==> src/design/mpeg_audio_frame_header_decoder_defines.svh <==
// Assertion macros shared by the frame header decoder modules.
`ifndef MPEG_AUDIO_FRAME_HEADER_DECODER_DEFINES_SVH
`define MPEG_AUDIO_FRAME_HEADER_DECODER_DEFINES_SVH

// Same-cycle implication, checked out of reset.
`define MPAHD_ASSERT_IMPL(label, clk, rst_n, ante, cons) \
    label: assert property (@(posedge clk) disable iff (!rst_n) (ante) |-> (cons)) \
        else $error("mpahd assertion failed");

// Next-cycle implication, checked out of reset.
`define MPAHD_ASSERT_NEXT(label, clk, rst_n, ante, cons) \
    label: assert property (@(posedge clk) disable iff (!rst_n) (ante) |=> (cons)) \
        else $error("mpahd assertion failed");

`endif

==> src/design/mpahd_pkg.sv <==
// Types, constants and lookup tables for the MPEG audio frame header decoder.
`default_nettype none

package mpahd_pkg;

    // Version codes as reported on the result
    localparam logic [1:0] VER_MPEG1  = 2'd0;
    localparam logic [1:0] VER_MPEG2  = 2'd1;
    localparam logic [1:0] VER_MPEG25 = 2'd2;

    // Layer numbers
    localparam logic [1:0] LAYER_1 = 2'd1;
    localparam logic [1:0] LAYER_2 = 2'd2;
    localparam logic [1:0] LAYER_3 = 2'd3;

    localparam logic [7:0]  SYNC_BYTE      = 8'hFF;
    localparam logic [7:0]  SYNC_B1_MIN    = 8'd224;
    localparam logic [11:0] MAX_FRAME_LEN  = 12'd2880;

    localparam logic [10:0] SPF_L1   = 11'd384;
    localparam logic [10:0] SPF_FULL = 11'd1152;
    localparam logic [10:0] SPF_LSF  = 11'd576;

    localparam logic [5:0] XOFF_V1_STEREO  = 6'd32;
    localparam logic [5:0] XOFF_MID        = 6'd17;
    localparam logic [5:0] XOFF_LSF_MONO   = 6'd9;

    // Length factor times 40: sr = base * 2^shift and base = 25 * divisor,
    // so K*br*1000/sr = ((K*40)*br / divisor) >> shift.
    localparam logic [12:0] LEN_MULT_L1     = 13'd480;
    localparam logic [12:0] LEN_MULT_L3_LSF = 13'd2880;
    localparam logic [12:0] LEN_MULT_STD    = 13'd5760;

    // Reciprocal scale; numerator stays below 2^RECIP_SHIFT
    localparam int RECIP_SHIFT = 22;
    localparam int NUM_W       = 22;
    localparam int QUOT_W      = 13;
    localparam int REM_W       = 10;

    localparam logic [8:0] KBPS_V1_L1 [16] = '{
        9'd0, 9'd32, 9'd64, 9'd96, 9'd128, 9'd160, 9'd192, 9'd224,
        9'd256, 9'd288, 9'd320, 9'd352, 9'd384, 9'd416, 9'd448, 9'd0};
    localparam logic [8:0] KBPS_V1_L2 [16] = '{
        9'd0, 9'd32, 9'd48, 9'd56, 9'd64, 9'd80, 9'd96, 9'd112,
        9'd128, 9'd160, 9'd192, 9'd224, 9'd256, 9'd320, 9'd384, 9'd0};
    localparam logic [8:0] KBPS_V1_L3 [16] = '{
        9'd0, 9'd32, 9'd40, 9'd48, 9'd56, 9'd64, 9'd80, 9'd96,
        9'd112, 9'd128, 9'd160, 9'd192, 9'd224, 9'd256, 9'd320, 9'd0};
    localparam logic [8:0] KBPS_V2_L1 [16] = '{
        9'd0, 9'd32, 9'd48, 9'd56, 9'd64, 9'd80, 9'd96, 9'd112,
        9'd128, 9'd144, 9'd160, 9'd176, 9'd192, 9'd224, 9'd256, 9'd0};
    localparam logic [8:0] KBPS_V2_L23 [16] = '{
        9'd0, 9'd8, 9'd16, 9'd24, 9'd32, 9'd40, 9'd48, 9'd56,
        9'd64, 9'd80, 9'd96, 9'd112, 9'd128, 9'd144, 9'd160, 9'd0};

    // Decoded header carried down the pipeline
    typedef struct packed {
        logic        ok;
        logic [1:0]  version_code;
        logic [1:0]  layer;
        logic [8:0]  bitrate_kbps;
        logic [15:0] sample_rate_hz;
        logic        is_stereo;
        logic        has_padding;
        logic        crc_present;
        logic [10:0] frame_samples;
        logic [5:0]  side_info_len;
        logic [1:0]  sr_index;
        logic [1:0]  rate_shift;
        logic [12:0] len_mult;
    } hdr_info_t;

    // Uncorrected quotient and remainder from the reciprocal divider
    typedef struct packed {
        logic [QUOT_W-1:0] quot;
        logic [REM_W-1:0]  rem;
    } len_part_t;

    function automatic logic [8:0] kbps_lookup(input logic [2:0] row, input logic [3:0] idx);
        logic [8:0] val;
        unique case (row)
            3'd0:    val = KBPS_V1_L1[idx];
            3'd1:    val = KBPS_V1_L2[idx];
            3'd2:    val = KBPS_V1_L3[idx];
            3'd3:    val = KBPS_V2_L1[idx];
            default: val = KBPS_V2_L23[idx];
        endcase
        return val;
    endfunction

    // Lowest sample rate of each column (MPEG-2.5); higher versions shift left
    function automatic logic [13:0] sr_base(input logic [1:0] sri);
        logic [13:0] val;
        unique case (sri)
            2'd0:    val = 14'd11025;
            2'd1:    val = 14'd12000;
            2'd2:    val = 14'd8000;
            default: val = 14'd0;
        endcase
        return val;
    endfunction

    // sr_base / 25
    function automatic logic [8:0] div_base(input logic [1:0] sri);
        logic [8:0] val;
        unique case (sri)
            2'd1:    val = 9'd480;
            2'd2:    val = 9'd320;
            default: val = 9'd441;
        endcase
        return val;
    endfunction

    // floor(2^RECIP_SHIFT / div_base)
    function automatic logic [13:0] recip(input logic [1:0] sri);
        logic [13:0] val;
        unique case (sri)
            2'd1:    val = 14'd8738;
            2'd2:    val = 14'd13107;
            default: val = 14'd9510;
        endcase
        return val;
    endfunction

endpackage

`default_nettype wire

==> src/design/mpahd_decode.sv <==
// Stage 1: header field checks, table lookups and length factor selection.
`default_nettype none

module mpahd_decode (
    input  wire logic               clk,
    input  wire logic               rst_n,
    input  wire logic               in_valid,
    output logic                    in_ready,
    input  wire logic [31:0]        header_word,
    output logic                    out_valid,
    input  wire logic               out_ready,
    output mpahd_pkg::hdr_info_t    info
);

    localparam logic [1:0] VBITS_MPEG1    = 2'b11;
    localparam logic [1:0] VBITS_MPEG2    = 2'b10;
    localparam logic [1:0] VBITS_RESERVED = 2'b01;
    localparam logic [1:0] LBITS_RESERVED = 2'b00;
    localparam logic [3:0] BRI_FREE       = 4'd0;
    localparam logic [3:0] BRI_BAD        = 4'd15;
    localparam logic [1:0] SRI_RESERVED   = 2'd3;
    localparam logic [1:0] CHMODE_MONO    = 2'd3;

    logic [7:0]  b0;
    logic [7:0]  b1;
    logic [7:0]  b2;
    logic [7:0]  b3;
    logic [1:0]  vbits;
    logic [1:0]  lbits;
    logic [3:0]  bri;
    logic [1:0]  sri;
    logic [1:0]  vcode;
    logic [1:0]  layer_num;
    logic [2:0]  row;
    logic [1:0]  shift;
    logic        stereo;
    mpahd_pkg::hdr_info_t info_next;
    mpahd_pkg::hdr_info_t info_reg;
    logic        valid_reg;

    always_comb
    begin
        b0    = header_word[31:24];
        b1    = header_word[23:16];
        b2    = header_word[15:8];
        b3    = header_word[7:0];
        vbits = b1[4:3];
        lbits = b1[2:1];
        bri   = b2[7:4];
        sri   = b2[3:2];

        unique case (vbits)
            VBITS_MPEG1: vcode = mpahd_pkg::VER_MPEG1;
            VBITS_MPEG2: vcode = mpahd_pkg::VER_MPEG2;
            default:     vcode = mpahd_pkg::VER_MPEG25;
        endcase
        layer_num = 2'(3'd4 - {1'b0, lbits});
        shift     = 2'(2'd2 - vcode);

        if (vcode == mpahd_pkg::VER_MPEG1)
        begin
            row = 3'({1'b0, layer_num} - 3'd1);
        end
        else
        begin
            row = (layer_num == mpahd_pkg::LAYER_1) ? 3'd3 : 3'd4;
        end

        stereo = (b3[7:6] != CHMODE_MONO);

        info_next.ok = (b0 == mpahd_pkg::SYNC_BYTE) && (b1 >= mpahd_pkg::SYNC_B1_MIN)
                    && (vbits != VBITS_RESERVED) && (lbits != LBITS_RESERVED)
                    && (bri != BRI_FREE) && (bri != BRI_BAD) && (sri != SRI_RESERVED);
        info_next.version_code   = vcode;
        info_next.layer          = layer_num;
        info_next.bitrate_kbps   = mpahd_pkg::kbps_lookup(row, bri);
        info_next.sample_rate_hz = 16'({2'b00, mpahd_pkg::sr_base(sri)} << shift);
        info_next.is_stereo      = stereo;
        info_next.has_padding    = b2[1];
        info_next.crc_present    = ~b1[0];
        info_next.sr_index       = sri;
        info_next.rate_shift     = shift;

        priority if (layer_num == mpahd_pkg::LAYER_1)
        begin
            info_next.frame_samples = mpahd_pkg::SPF_L1;
        end
        else if (layer_num == mpahd_pkg::LAYER_2 || vcode == mpahd_pkg::VER_MPEG1)
        begin
            info_next.frame_samples = mpahd_pkg::SPF_FULL;
        end
        else
        begin
            info_next.frame_samples = mpahd_pkg::SPF_LSF;
        end

        if (vcode == mpahd_pkg::VER_MPEG1)
        begin
            info_next.side_info_len = stereo ? mpahd_pkg::XOFF_V1_STEREO : mpahd_pkg::XOFF_MID;
        end
        else
        begin
            info_next.side_info_len = stereo ? mpahd_pkg::XOFF_MID : mpahd_pkg::XOFF_LSF_MONO;
        end

        priority if (layer_num == mpahd_pkg::LAYER_1)
        begin
            info_next.len_mult = mpahd_pkg::LEN_MULT_L1;
        end
        else if (layer_num == mpahd_pkg::LAYER_3 && vcode != mpahd_pkg::VER_MPEG1)
        begin
            info_next.len_mult = mpahd_pkg::LEN_MULT_L3_LSF;
        end
        else
        begin
            info_next.len_mult = mpahd_pkg::LEN_MULT_STD;
        end
    end

    assign in_ready = !valid_reg || out_ready;

    always_ff @(posedge clk or negedge rst_n)
    begin
        if (!rst_n)
        begin
            valid_reg <= 1'b0;
        end
        else if (in_ready)
        begin
            valid_reg <= in_valid;
        end
    end

    always_ff @(posedge clk)
    begin
        if (in_ready && in_valid)
        begin
            info_reg <= info_next;
        end
    end

    assign out_valid = valid_reg;
    assign info      = info_reg;

endmodule

`default_nettype wire

==> src/design/mpahd_div.sv <==
// Stages 2-4: numerator product, reciprocal multiply and remainder.
`default_nettype none

`include "mpeg_audio_frame_header_decoder_defines.svh"

module mpahd_div (
    input  wire logic               clk,
    input  wire logic               rst_n,
    input  wire logic               in_valid,
    output logic                    in_ready,
    input  wire mpahd_pkg::hdr_info_t in_info,
    output logic                    out_valid,
    input  wire logic               out_ready,
    output mpahd_pkg::hdr_info_t    out_info,
    output mpahd_pkg::len_part_t    part
);

    localparam int NW   = mpahd_pkg::NUM_W;
    localparam int QW   = mpahd_pkg::QUOT_W;
    localparam int RW   = mpahd_pkg::REM_W;
    localparam int RS   = mpahd_pkg::RECIP_SHIFT;
    localparam int PW   = NW + 14;

    logic                 v2_reg;
    logic                 v3_reg;
    logic                 v4_reg;
    logic                 rdy2;
    logic                 rdy3;
    logic                 rdy4;
    mpahd_pkg::hdr_info_t info2_reg;
    mpahd_pkg::hdr_info_t info3_reg;
    mpahd_pkg::hdr_info_t info4_reg;
    logic [NW-1:0]        num2_next;
    logic [NW-1:0]        num2_reg;
    logic [NW-1:0]        num3_reg;
    logic [PW-1:0]        prod3;
    logic [QW-1:0]        quot3_next;
    logic [QW-1:0]        quot3_reg;
    logic [NW-1:0]        back4;
    logic [NW-1:0]        diff4;
    mpahd_pkg::len_part_t part4_next;
    mpahd_pkg::len_part_t part4_reg;
    logic [RW-1:0]        rem_limit;

    assign rdy4     = !v4_reg || out_ready;
    assign rdy3     = !v3_reg || rdy4;
    assign rdy2     = !v2_reg || rdy3;
    assign in_ready = rdy2;

    // bitrate * (K*40) fits in NW bits for any 9 x 13 bit operands
    assign num2_next = NW'(in_info.bitrate_kbps) * NW'(in_info.len_mult);

    // floor estimate, low by at most one
    assign prod3      = PW'(num2_reg) * PW'(mpahd_pkg::recip(info2_reg.sr_index));
    assign quot3_next = prod3[RS +: QW];

    assign back4            = NW'(quot3_reg) * NW'(mpahd_pkg::div_base(info3_reg.sr_index));
    assign diff4            = num3_reg - back4;
    assign part4_next.quot  = quot3_reg;
    assign part4_next.rem   = diff4[RW-1:0];

    always_ff @(posedge clk or negedge rst_n)
    begin
        if (!rst_n)
        begin
            v2_reg <= 1'b0;
            v3_reg <= 1'b0;
            v4_reg <= 1'b0;
        end
        else
        begin
            if (rdy2)
            begin
                v2_reg <= in_valid;
            end
            if (rdy3)
            begin
                v3_reg <= v2_reg;
            end
            if (rdy4)
            begin
                v4_reg <= v3_reg;
            end
        end
    end

    always_ff @(posedge clk)
    begin
        if (rdy2 && in_valid)
        begin
            info2_reg <= in_info;
            num2_reg  <= num2_next;
        end
        if (rdy3 && v2_reg)
        begin
            info3_reg <= info2_reg;
            num3_reg  <= num2_reg;
            quot3_reg <= quot3_next;
        end
        if (rdy4 && v3_reg)
        begin
            info4_reg <= info3_reg;
            part4_reg <= part4_next;
        end
    end

    assign out_valid = v4_reg;
    assign out_info  = info4_reg;
    assign part      = part4_reg;

    assign rem_limit = RW'({mpahd_pkg::div_base(info4_reg.sr_index), 1'b0});

    // the reciprocal estimate never misses by more than one divisor
    `MPAHD_ASSERT_IMPL(a_rem_bound, clk, rst_n, v4_reg, part4_reg.rem < rem_limit)
    `MPAHD_ASSERT_NEXT(a_s2_to_s3, clk, rst_n, v2_reg && rdy3, v3_reg)

endmodule

`default_nettype wire

==> src/design/mpahd_final.sv <==
// Stage 5: quotient correction, frame length, final check and output register.
`default_nettype none

`include "mpeg_audio_frame_header_decoder_defines.svh"

module mpahd_final (
    input  wire logic               clk,
    input  wire logic               rst_n,
    input  wire logic               in_valid,
    output logic                    in_ready,
    input  wire mpahd_pkg::hdr_info_t info,
    input  wire mpahd_pkg::len_part_t part,
    output logic                    out_valid,
    input  wire logic               out_ready,
    output logic                    valid_res,
    output logic [1:0]              version_code,
    output logic [1:0]              layer,
    output logic [8:0]              bitrate_kbps,
    output logic [15:0]             sample_rate_hz,
    output logic                    is_stereo,
    output logic                    has_padding,
    output logic                    crc_present,
    output logic [10:0]             frame_samples,
    output logic [5:0]              side_info_len,
    output logic [11:0]             frame_bytes
);

    localparam int QW = mpahd_pkg::QUOT_W;
    localparam int LW = QW + 3;

    logic [QW:0]          quot;
    logic [QW:0]          scaled;
    logic [QW:0]          base_len;
    logic [LW-1:0]        len_full;
    logic                 ok;
    logic                 out_valid_reg;
    logic                 valid_res_reg;
    logic [1:0]           version_code_reg;
    logic [1:0]           layer_reg;
    logic [8:0]           bitrate_kbps_reg;
    logic [15:0]          sample_rate_hz_reg;
    logic                 is_stereo_reg;
    logic                 has_padding_reg;
    logic                 crc_present_reg;
    logic [10:0]          frame_samples_reg;
    logic [5:0]           side_info_len_reg;
    logic [11:0]          frame_bytes_reg;

    always_comb
    begin
        quot = {1'b0, part.quot}
             + (QW+1)'(part.rem >= (mpahd_pkg::REM_W)'(mpahd_pkg::div_base(info.sr_index)));
        scaled   = quot >> info.rate_shift;
        base_len = scaled + (QW+1)'(info.has_padding);
        if (info.layer == mpahd_pkg::LAYER_1)
        begin
            len_full = {base_len, 2'b00};
        end
        else
        begin
            len_full = {2'b00, base_len};
        end
        ok = info.ok && (len_full != '0) && (len_full <= LW'(mpahd_pkg::MAX_FRAME_LEN));
    end

    assign in_ready = !out_valid_reg || out_ready;

    always_ff @(posedge clk or negedge rst_n)
    begin
        if (!rst_n)
        begin
            out_valid_reg <= 1'b0;
        end
        else if (in_ready)
        begin
            out_valid_reg <= in_valid;
        end
    end

    // a rejected header reports all fields as zero
    always_ff @(posedge clk)
    begin
        if (in_ready && in_valid)
        begin
            valid_res_reg      <= ok;
            version_code_reg   <= ok ? info.version_code : '0;
            layer_reg          <= ok ? info.layer : '0;
            bitrate_kbps_reg   <= ok ? info.bitrate_kbps : '0;
            sample_rate_hz_reg <= ok ? info.sample_rate_hz : '0;
            is_stereo_reg      <= ok && info.is_stereo;
            has_padding_reg    <= ok && info.has_padding;
            crc_present_reg    <= ok && info.crc_present;
            frame_samples_reg  <= ok ? info.frame_samples : '0;
            side_info_len_reg  <= ok ? info.side_info_len : '0;
            frame_bytes_reg    <= ok ? len_full[11:0] : '0;
        end
    end

    assign out_valid      = out_valid_reg;
    assign valid_res      = valid_res_reg;
    assign version_code   = version_code_reg;
    assign layer          = layer_reg;
    assign bitrate_kbps   = bitrate_kbps_reg;
    assign sample_rate_hz = sample_rate_hz_reg;
    assign is_stereo      = is_stereo_reg;
    assign has_padding    = has_padding_reg;
    assign crc_present    = crc_present_reg;
    assign frame_samples  = frame_samples_reg;
    assign side_info_len  = side_info_len_reg;
    assign frame_bytes    = frame_bytes_reg;

    `MPAHD_ASSERT_IMPL(a_len_range, clk, rst_n, out_valid_reg && valid_res_reg,
        (frame_bytes_reg != 12'd0) && (frame_bytes_reg <= mpahd_pkg::MAX_FRAME_LEN))
    `MPAHD_ASSERT_IMPL(a_reject_zero, clk, rst_n, out_valid_reg && !valid_res_reg,
        (bitrate_kbps_reg == 9'd0) && (sample_rate_hz_reg == 16'd0) && (frame_bytes_reg == 12'd0))
    `MPAHD_ASSERT_IMPL(a_spf_layer, clk, rst_n, out_valid_reg && valid_res_reg,
        (layer_reg == mpahd_pkg::LAYER_1) == (frame_samples_reg == mpahd_pkg::SPF_L1))

endmodule

`default_nettype wire

==> src/design/mpeg_audio_frame_header_decoder.sv <==
// MPEG audio frame header decoder, top level.
// Decodes one 32-bit MPEG audio frame header (first byte in bits 31:24) into
// version, layer, bitrate, sample rate, channel, padding and CRC flags,
// samples per frame, Xing tag offset and frame length in bytes; valid_res is
// low and every other field zero when the header fails sync, uses a reserved
// version, layer or sample rate, a free or bad bitrate index, or gives a
// length of zero or above 2880 bytes. The block is a five-stage pipeline
// (decode and tables, numerator product, reciprocal multiply, remainder,
// correction and length check): it takes one header per clock while the
// output is not stalled, and each result is registered through the stages in
// that order before it is presented on the output. The length division by the
// sample rate is a 22x14-bit reciprocal multiply plus a one-step correction,
// which sets the stage split. A stalled output holds every occupied stage;
// empty stages keep filling.
`default_nettype none

module mpeg_audio_frame_header_decoder (
    input  wire logic        clk,
    input  wire logic        rst_n,
    input  wire logic        in_valid,
    output logic             in_ready,
    input  wire logic [31:0] header_word,
    output logic             out_valid,
    input  wire logic        out_ready,
    output logic             valid_res,
    output logic [1:0]       version_code,
    output logic [1:0]       layer,
    output logic [8:0]       bitrate_kbps,
    output logic [15:0]      sample_rate_hz,
    output logic             is_stereo,
    output logic             has_padding,
    output logic             crc_present,
    output logic [10:0]      frame_samples,
    output logic [5:0]       side_info_len,
    output logic [11:0]      frame_bytes
);

    logic                 dec_valid;
    logic                 dec_ready;
    mpahd_pkg::hdr_info_t dec_info;
    logic                 div_valid;
    logic                 div_ready;
    mpahd_pkg::hdr_info_t div_info;
    mpahd_pkg::len_part_t div_part;

    mpahd_decode u_decode (
        .clk         (clk),
        .rst_n       (rst_n),
        .in_valid    (in_valid),
        .in_ready    (in_ready),
        .header_word (header_word),
        .out_valid   (dec_valid),
        .out_ready   (dec_ready),
        .info        (dec_info)
    );

    mpahd_div u_div (
        .clk       (clk),
        .rst_n     (rst_n),
        .in_valid  (dec_valid),
        .in_ready  (dec_ready),
        .in_info   (dec_info),
        .out_valid (div_valid),
        .out_ready (div_ready),
        .out_info  (div_info),
        .part      (div_part)
    );

    mpahd_final u_final (
        .clk            (clk),
        .rst_n          (rst_n),
        .in_valid       (div_valid),
        .in_ready       (div_ready),
        .info           (div_info),
        .part           (div_part),
        .out_valid      (out_valid),
        .out_ready      (out_ready),
        .valid_res      (valid_res),
        .version_code   (version_code),
        .layer          (layer),
        .bitrate_kbps   (bitrate_kbps),
        .sample_rate_hz (sample_rate_hz),
        .is_stereo      (is_stereo),
        .has_padding    (has_padding),
        .crc_present    (crc_present),
        .frame_samples  (frame_samples),
        .side_info_len  (side_info_len),
        .frame_bytes    (frame_bytes)
    );

endmodule

`default_nettype wire
==> config.mk <==
export PLATFORM = sky130hd
export DESIGN_NAME = mpeg_audio_frame_header_decoder
export DESIGN_NICKNAME = d
export VERILOG_FILES = /design/src/design/mpahd_pkg.sv /design/src/design/mpahd_decode.sv /design/src/design/mpahd_div.sv /design/src/design/mpahd_final.sv /design/src/design/mpeg_audio_frame_header_decoder.sv
export VERILOG_INCLUDE_DIRS = /design/src /design/src/design
export SDC_FILE = /design/constraint.sdc
export NUM_CORES = 1
export LEC_CHECK = 0
export ABC_AREA = 1
export BUFFER_PORTS_ARGS = -buffer_cell sky130_fd_sc_hd__clkbuf_2
export CAP_MARGIN = 0
export CORE_UTILIZATION = 55
export CTS_CLUSTER_DIAMETER = 100
export DETAILED_ROUTE_END_ITERATION = 10
export PLACE_DENSITY = 0.8
export SLEW_MARGIN = 20
export SYNTH_ARGS = -nofsm -noshare
export SYNTH_HDL_FRONTEND = slang
export SYNTH_SLANG_ARGS = --single-unit
==> constraint.sdc <==
create_clock -name clk -period 6.8 [get_ports clk]
set_clock_uncertainty 0.1 [all_clocks]
set_input_delay 0.34 -clock clk [delete_from_list [all_inputs] [get_ports clk]]
set_output_delay 0.34 -clock clk [all_outputs]
set_load 0.05 [all_outputs]
# Word level (Yosys, flattened, before mapping)

Memories as Yosys holds them, arrays and structs flattened.
Cells that the tools add are included.

Bitwise operators: 2
Shift operators: 2
$mul: 3
$add $sub $neg: 6
Equality and inequality tests: 22
Order comparisons: 4
Muxes and demuxes: 24
Reductions and logical operators: 35

Operator list:

| operator                                                                           | number |
|---|---|
| 9-bit two-way mux                                                                  | 10 |
| 14-bit one-hot mux with 3 select lines                                             | 1 |
| 9-bit one-hot mux with 4 select lines                                              | 1 |
| 22-bit by 14-bit multiplier with 35-bit output                                     | 1 |
| 8-bit one-hot mux with 2 select lines                                              | 2 |
| 13-bit one-hot mux with 2 select lines                                             | 1 |
| 9-bit by 13-bit multiplier with 22-bit output                                      | 1 |
| 1-bit logical AND                                                                  | 17 |
| 2-bit equality test, second input constant                                         | 8 |
| 16-bit by 12-bit less-or-equal comparator with 1-bit output, second input constant | 1 |
| 16-bit two-way mux                                                                 | 1 |
| 16-bit nonzero test                                                                | 1 |
| 14-bit by 2-bit << shifter with 16-bit output                                      | 1 |
| 13-bit by 1-bit adder with 14-bit output                                           | 1 |
| 14-bit by 1-bit adder with 14-bit output                                           | 1 |
| 14-bit by 2-bit right shift with 14-bit output                                     | 1 |
| 13-bit by 9-bit multiplier with 10-bit output                                      | 1 |
| 13-bit two-way mux                                                                 | 1 |
| 2-bit by 1-bit equality test with 1-bit output, second input constant              | 6 |
| 6-bit two-way mux                                                                  | 2 |
| 11-bit two-way mux                                                                 | 1 |
| 10-bit by 9-bit greater-or-equal comparator with 1-bit output                      | 1 |
| 10-bit subtractor                                                                  | 1 |
| 8-bit equality test, second input constant                                         | 1 |
| 21 further kinds                                                                   | 35 |

Bits in read-only memories: 720
Output and inout port bits: 64
Register bits: 364
Bits of input ports: 36
Logic and storage cells: 173
Memories kept: 5

Memories:

| memory          | words | bits a word | rd ports | clocked after Yosys merged registers in | wr ports | line            | text |
|---|---|---|---|---|---|---|---|
| (no name shown) | 16    | 9           | 1        | 0                                       | 0        | mpahd_pkg.sv:82 | `3'd0: val = KBPS_V1_L1[idx];` |
| (no name shown) | 16    | 9           | 1        | 0                                       | 0        | mpahd_pkg.sv:83 | `3'd1: val = KBPS_V1_L2[idx];` |
| (no name shown) | 16    | 9           | 1        | 0                                       | 0        | mpahd_pkg.sv:84 | `3'd2: val = KBPS_V1_L3[idx];` |
| (no name shown) | 16    | 9           | 1        | 0                                       | 0        | mpahd_pkg.sv:85 | `3'd3: val = KBPS_V2_L1[idx];` |
| (no name shown) | 16    | 9           | 1        | 0                                       | 0        | mpahd_pkg.sv:86 | `default: val = KBPS_V2_L23[idx];` |

# Depth between registers and ports, before layout

Depth after elaboration: 11
Mapped depth: 34
Depth with buffers taken out: 32

# Modules after synthesis

From an unflattened synthesis, not the netlist that was laid out.

Cells, all modules: 2877
Area, all modules: 27919.3 µm²

Modules (own cells, without submodules):

| module       | area each (µm²) | times used | seq. area each (µm²) | cells each |
|---|---|---|---|---|
| mpahd_div    | 21182.8         | 1          | 8152.8               | 2093 |
| mpahd_final  | 4205.3          | 1          | 1886.8               | 518 |
| mpahd_decode | 2531.2          | 1          | 1376.3               | 266 |

# Worst setup path before layout

No wires, ideal clock.

Path kind: register to register
From: register u_div.info2_reg[16] (netlist name)
To: register u_div.quot3_reg[12] (data pin)
Slack: 1.040 ns
Clock period less this slack: 5.760 ns
Arrival: 5.399 ns
Buffers on the path: 2
Required time: 6.440 ns
Setup time: 0.260 ns
Cell stages (with the launch flop): 26
Cells stage by stage: edfxtp_1 > ha_1 > clkbuf_1 > clkbuf_1 > nand2_1 > inv_1 > ha_1 > inv_1 > fa_1 > fa_1 > inv_1 > fa_1 > fa_1 > fa_1 > ha_1 > a21oi_1 > inv_1 > nor2_1 > o221ai_1 > a21oi_1 > o21ai_0 > nand2_1 > nand2_1 > nand2_1 > nand2_1 > xor2_1

Cells in the longest elaborated chain, start to end: 3
Elaborated cells between the ends (all ways): 4
Those cells by class: mul (1); eq/ne (2); mux (1)

Ends and longest elaborated chain:

| item                                                                                         | line             | text |
|---|---|---|
| start: declaration                                                                           | mpahd_div.sv:30  | `mpahd_pkg::hdr_info_t info2_reg;` |
| start signal: assignment                                                                     | mpahd_div.sv:91  | `info2_reg <= in_info;` |
| 2-bit equality test / 2-bit by 1-bit equality test with 1-bit output (equally long branches) | mpahd_pkg.sv:117 | `unique case (sri)` |
| 13-bit one-hot mux with 2 select lines (*)                                                   | mpahd_pkg.sv:117 |  |
| 22-bit by 14-bit multiplier with 35-bit output (*)                                           | mpahd_div.sv:54  | `assign prod3 = PW'(num2_reg) * PW'(mpahd_pkg::recip(info2_reg.sr_index));` |
| net u_div.prod3[34]                                                                          | mpahd_div.sv:36  | `logic [PW-1:0] prod3;` |
| end signal: assignment                                                                       | mpahd_div.sv:98  | `quot3_reg <= quot3_next;` |
| end: declaration                                                                             | mpahd_div.sv:38  | `logic [QW-1:0] quot3_reg;` |

Mark *: on every way through the listed nets, which the timed path passes. The rest lies on a longest branch.
A chain may end at the register's enable or synchronous reset.

# Final worst setup path

From: register u_div.info2_reg[15] (netlist name)
To: register u_div.quot3_reg[12] (data pin)

Same word-level chain as after synthesis.

==> impl_metrics.env <==
export IMPL_htree_levels=1
export IMPL_hold_end="u_final.out_valid$_DFFE_PN0P_"
export IMPL_setup_viol_count_final=0
export IMPL_synth_common_cells="inv_1, edfxtp_1, nand2_1, ha_1, nor2_1"
export IMPL_cp_arrival_ns=6.35
export IMPL_dieArea_um2=34000
export IMPL_first_pass_iters=7
export IMPL_synth_cells=1787
export IMPL_rows=66
export IMPL_clock_sinks=271
export IMPL_drc=0
export IMPL_min_from="out_ready"
export IMPL_r2r_end="u_div.quot3_reg[12]$_DFFE_PP_"
export IMPL_core_um2=32600
export IMPL_seq_area_um2=8110
export IMPL_fmax_mhz=162
export IMPL_antenna_found_initial=0
export IMPL_viasPerCell=5.19
export IMPL_startpoint="u_div.info2_reg[15]$_DFFE_PP_"
export IMPL_slew_headroom_pct=43.6
export IMPL_crit_type="reg -> reg"
export IMPL_fill_cells=2498
export IMPL_hold_viol=0
export IMPL_hpwl_um=26700
export IMPL_worst_path_max_fanout=10
export IMPL_cts_root_buf="clkbuf_16"
export IMPL_synth_area_top_cells="edfxtp_1, ha_1, fa_1, inv_1, nand2_1"
export IMPL_n_antenna_cell=0
export IMPL_area_growth_pct=9.39
export IMPL_async_reset_ff_share_pct=1.85
export IMPL_setup_tns_final_ns=0
export IMPL_clock_latency_ns=0.52
export IMPL_synth_most_common_cell="inv_1"
export IMPL_grt_pass1_vias=12433
export IMPL_top_usage_layer="met2"
export IMPL_grt_ovfl_total=0
export IMPL_wl_per_cell_um=15.2
export IMPL_cts_buffers=26
export IMPL_initial_core_util_pct=56.1
export IMPL_die_w_um=184
export IMPL_reg2regPathDepth=24
export IMPL_drv_slew=0
export IMPL_grt_pass1_wl_um=58400
export IMPL_clk_pin_slew_ns=0.06
export IMPL_post_cts_buffers=0
export IMPL_gr_usage_met3_pct=2.71
export IMPL_use_met2_pct=39.7
export IMPL_critical_path_slowest_cell="fa_1"
export IMPL_ant_nets=0
export IMPL_track_usage_pct=21.5
export IMPL_netlist_area_um2=18300
export IMPL_drt_initial_drc_count=771
export IMPL_cap_violations=0
export IMPL_largest_reg_flops=45
export IMPL_critPathCaptureType="flop"
export IMPL_reg2reg_from="u_div.info2_reg[15]$_DFFE_PP_"
export IMPL_ctsLongestPathBuffers=3
export IMPL_outcome="completed"
export IMPL_synth_flop_cell="edfxtp_1"
export IMPL_ys_seq_elements=271
export IMPL_drive_above_1_share_pct=8.73
export IMPL_path_cells="inv_1 > ha_1 > nand2_1 > inv_1 > ha_1 > inv_1 > fa_1 > fa_1 > inv_1 > fa_1 > fa_1 > fa_1 > ha_1 > a21oi_1 > inv_1 > nor2_1 > o221ai_1 > a21oi_1 > o21ai_0 > nand2_1 > nand2_1 > nand2_1 > nand2_1 > xor2_1"
export IMPL_rsz0062_at_grt="no"
export IMPL_synth_avg_cell_area_um2=10.2
export IMPL_grtUsageMet1_pct=26.4
export IMPL_hp_class="in -> reg"
export IMPL_period_share_pct=91.0
export IMPL_routabilityCongestion=0.889
export IMPL_worstHoldPathCells=4
export IMPL_die_h_um=184
export IMPL_ys_seq_area_share_pct=44.3
export IMPL_multiInputGateArea_um2=8470
export IMPL_startpoint_type="flop"
export IMPL_post_synth_num_cell_types=44
export IMPL_synth_edf_count=266
export IMPL_io_buffers=81
export IMPL_finalCriticalPeriod_ns=6.19
export IMPL_synth_top_area_share_pct=43.6
export IMPL_grt_max_degree=64
export IMPL_cts_tree="done"
export IMPL_reg2reg_setup_slack_ns=0.61
export IMPL_vias=12099
export IMPL_critical_path_max_stage_delay_ns=0.58
export IMPL_cp_required_ns=6.97
export IMPL_yosysWarnings=0
export IMPL_ioPinCount=100
export IMPL_tightest_slew_ns=0.846
export IMPL_fin_nets=2222
export IMPL_synth_top_cell_by_area="edfxtp_1"
export IMPL_wl_um=35500
## per-layer routing
layer	part of all wire, %	wire [um]
met1	41	14700
met2	52	18400
met3	4.6	1640
met4	2.1	748
met5	0	0
## worst max-delay path: cells and delay by family (launching register included)
| kind | cells | cell delay (ns) |
|---|---|---|
| AO/OA/AOI/OAI | 4 | 0.78 |
| buffers and inverters | 5 | 0.51 |
| XOR/XNOR | 1 | 0.13 |
| AND/OR/NAND/NOR | 6 | 0.48 |
| flip-flops | 1 | 0.41 |
| adder cells (fa/ha/maj) | 8 | 3.52 |
## cell type report
cell class	instances	share of cell area, %
Clock buffer	32	3.47
Clock inverter	16	0.787
Inverter	408	7.65
Multi-Input combinational cell	1070	42.3
Sequential cell	271	40.5
Tap cell	442	2.76
Timing Repair Buffer	94	2.56
## worst max path at each step
stage,end,depth (start not counted)
final,u_div.quot3_reg[12]$_DFFE_PP_,24
after global routing,u_div.quot3_reg[12]$_DFFE_PP_,24
after CTS,u_div.quot3_reg[12]$_DFFE_PP_,24
after detailed placement,u_div.quot3_reg[12]$_DFFE_PP_,24
after global placement,u_div.quot3_reg[12]$_DFFE_PP_,24
after floorplan,u_div.quot3_reg[12]$_DFFE_PP_,25
## per-stage QoR
stage / instance area [um2] / setup slack [ns] / std cells / hold slack, ns / utilization (%)
finish: 20000 / 0.614 / 2333 / 0.0150 / 61.4
CTS: 20000 / 0.641 / 2333 / 0.00647 / 61.4
detailed placement: 19100 / 0.649 / 2281 / 0.0627 / 58.7
floorplan: 18400 / 1.04 / 1799 / -0.0556 / -
global route: 20000 / 0.221 / 2333 / 0.0197 / 61.4
global placement: 19100 / 0.727 / 2281 / 0.0599 / 58.7
## repair_timing
action,CTS,global route
hold buffers,4,0
hold endpoints to repair,8,0
resized for setup,0,0
## cells by family after synthesis
logic type               after synthesis  synth area share, %
XOR/XNOR                              51                 2.44
adder cells (fa/ha/maj)              315                 26.0
flip-flops                           271                 44.3
AO/OA/AOI/OAI                        135                 4.15
buffers and inverters                458                 9.82
other                                  1               0.0205
AND/OR/NAND/NOR                      556                 13.3
## cells in the final DEF (no fill, tap or decap), types with 4 or more instances in the layout
cell type	count
a21oi_1	51
buf_4	9
clkbuf_1	5
clkbuf_16	27
clkbuf_2	81
clkinv_1	7
conb_1	13
dfrtp_1	5
dlygate4sd3_1	4
edfxtp_1	266
fa_1	108
ha_1	207
inv_1	403
inv_2	5
nand2_1	263
nand2_2	7
nand3_1	106
nand3b_1	4
nand4_1	16
nor2_1	122
nor2_2	7
nor2_4	15
nor3_1	11
o21ai_0	50
o21bai_1	5
o22ai_1	4
xnor2_1	16
xor2_1	35
Power is not shown: default switching activity piles up to over one toggle a cycle in this logic, so the estimate is an artifact.
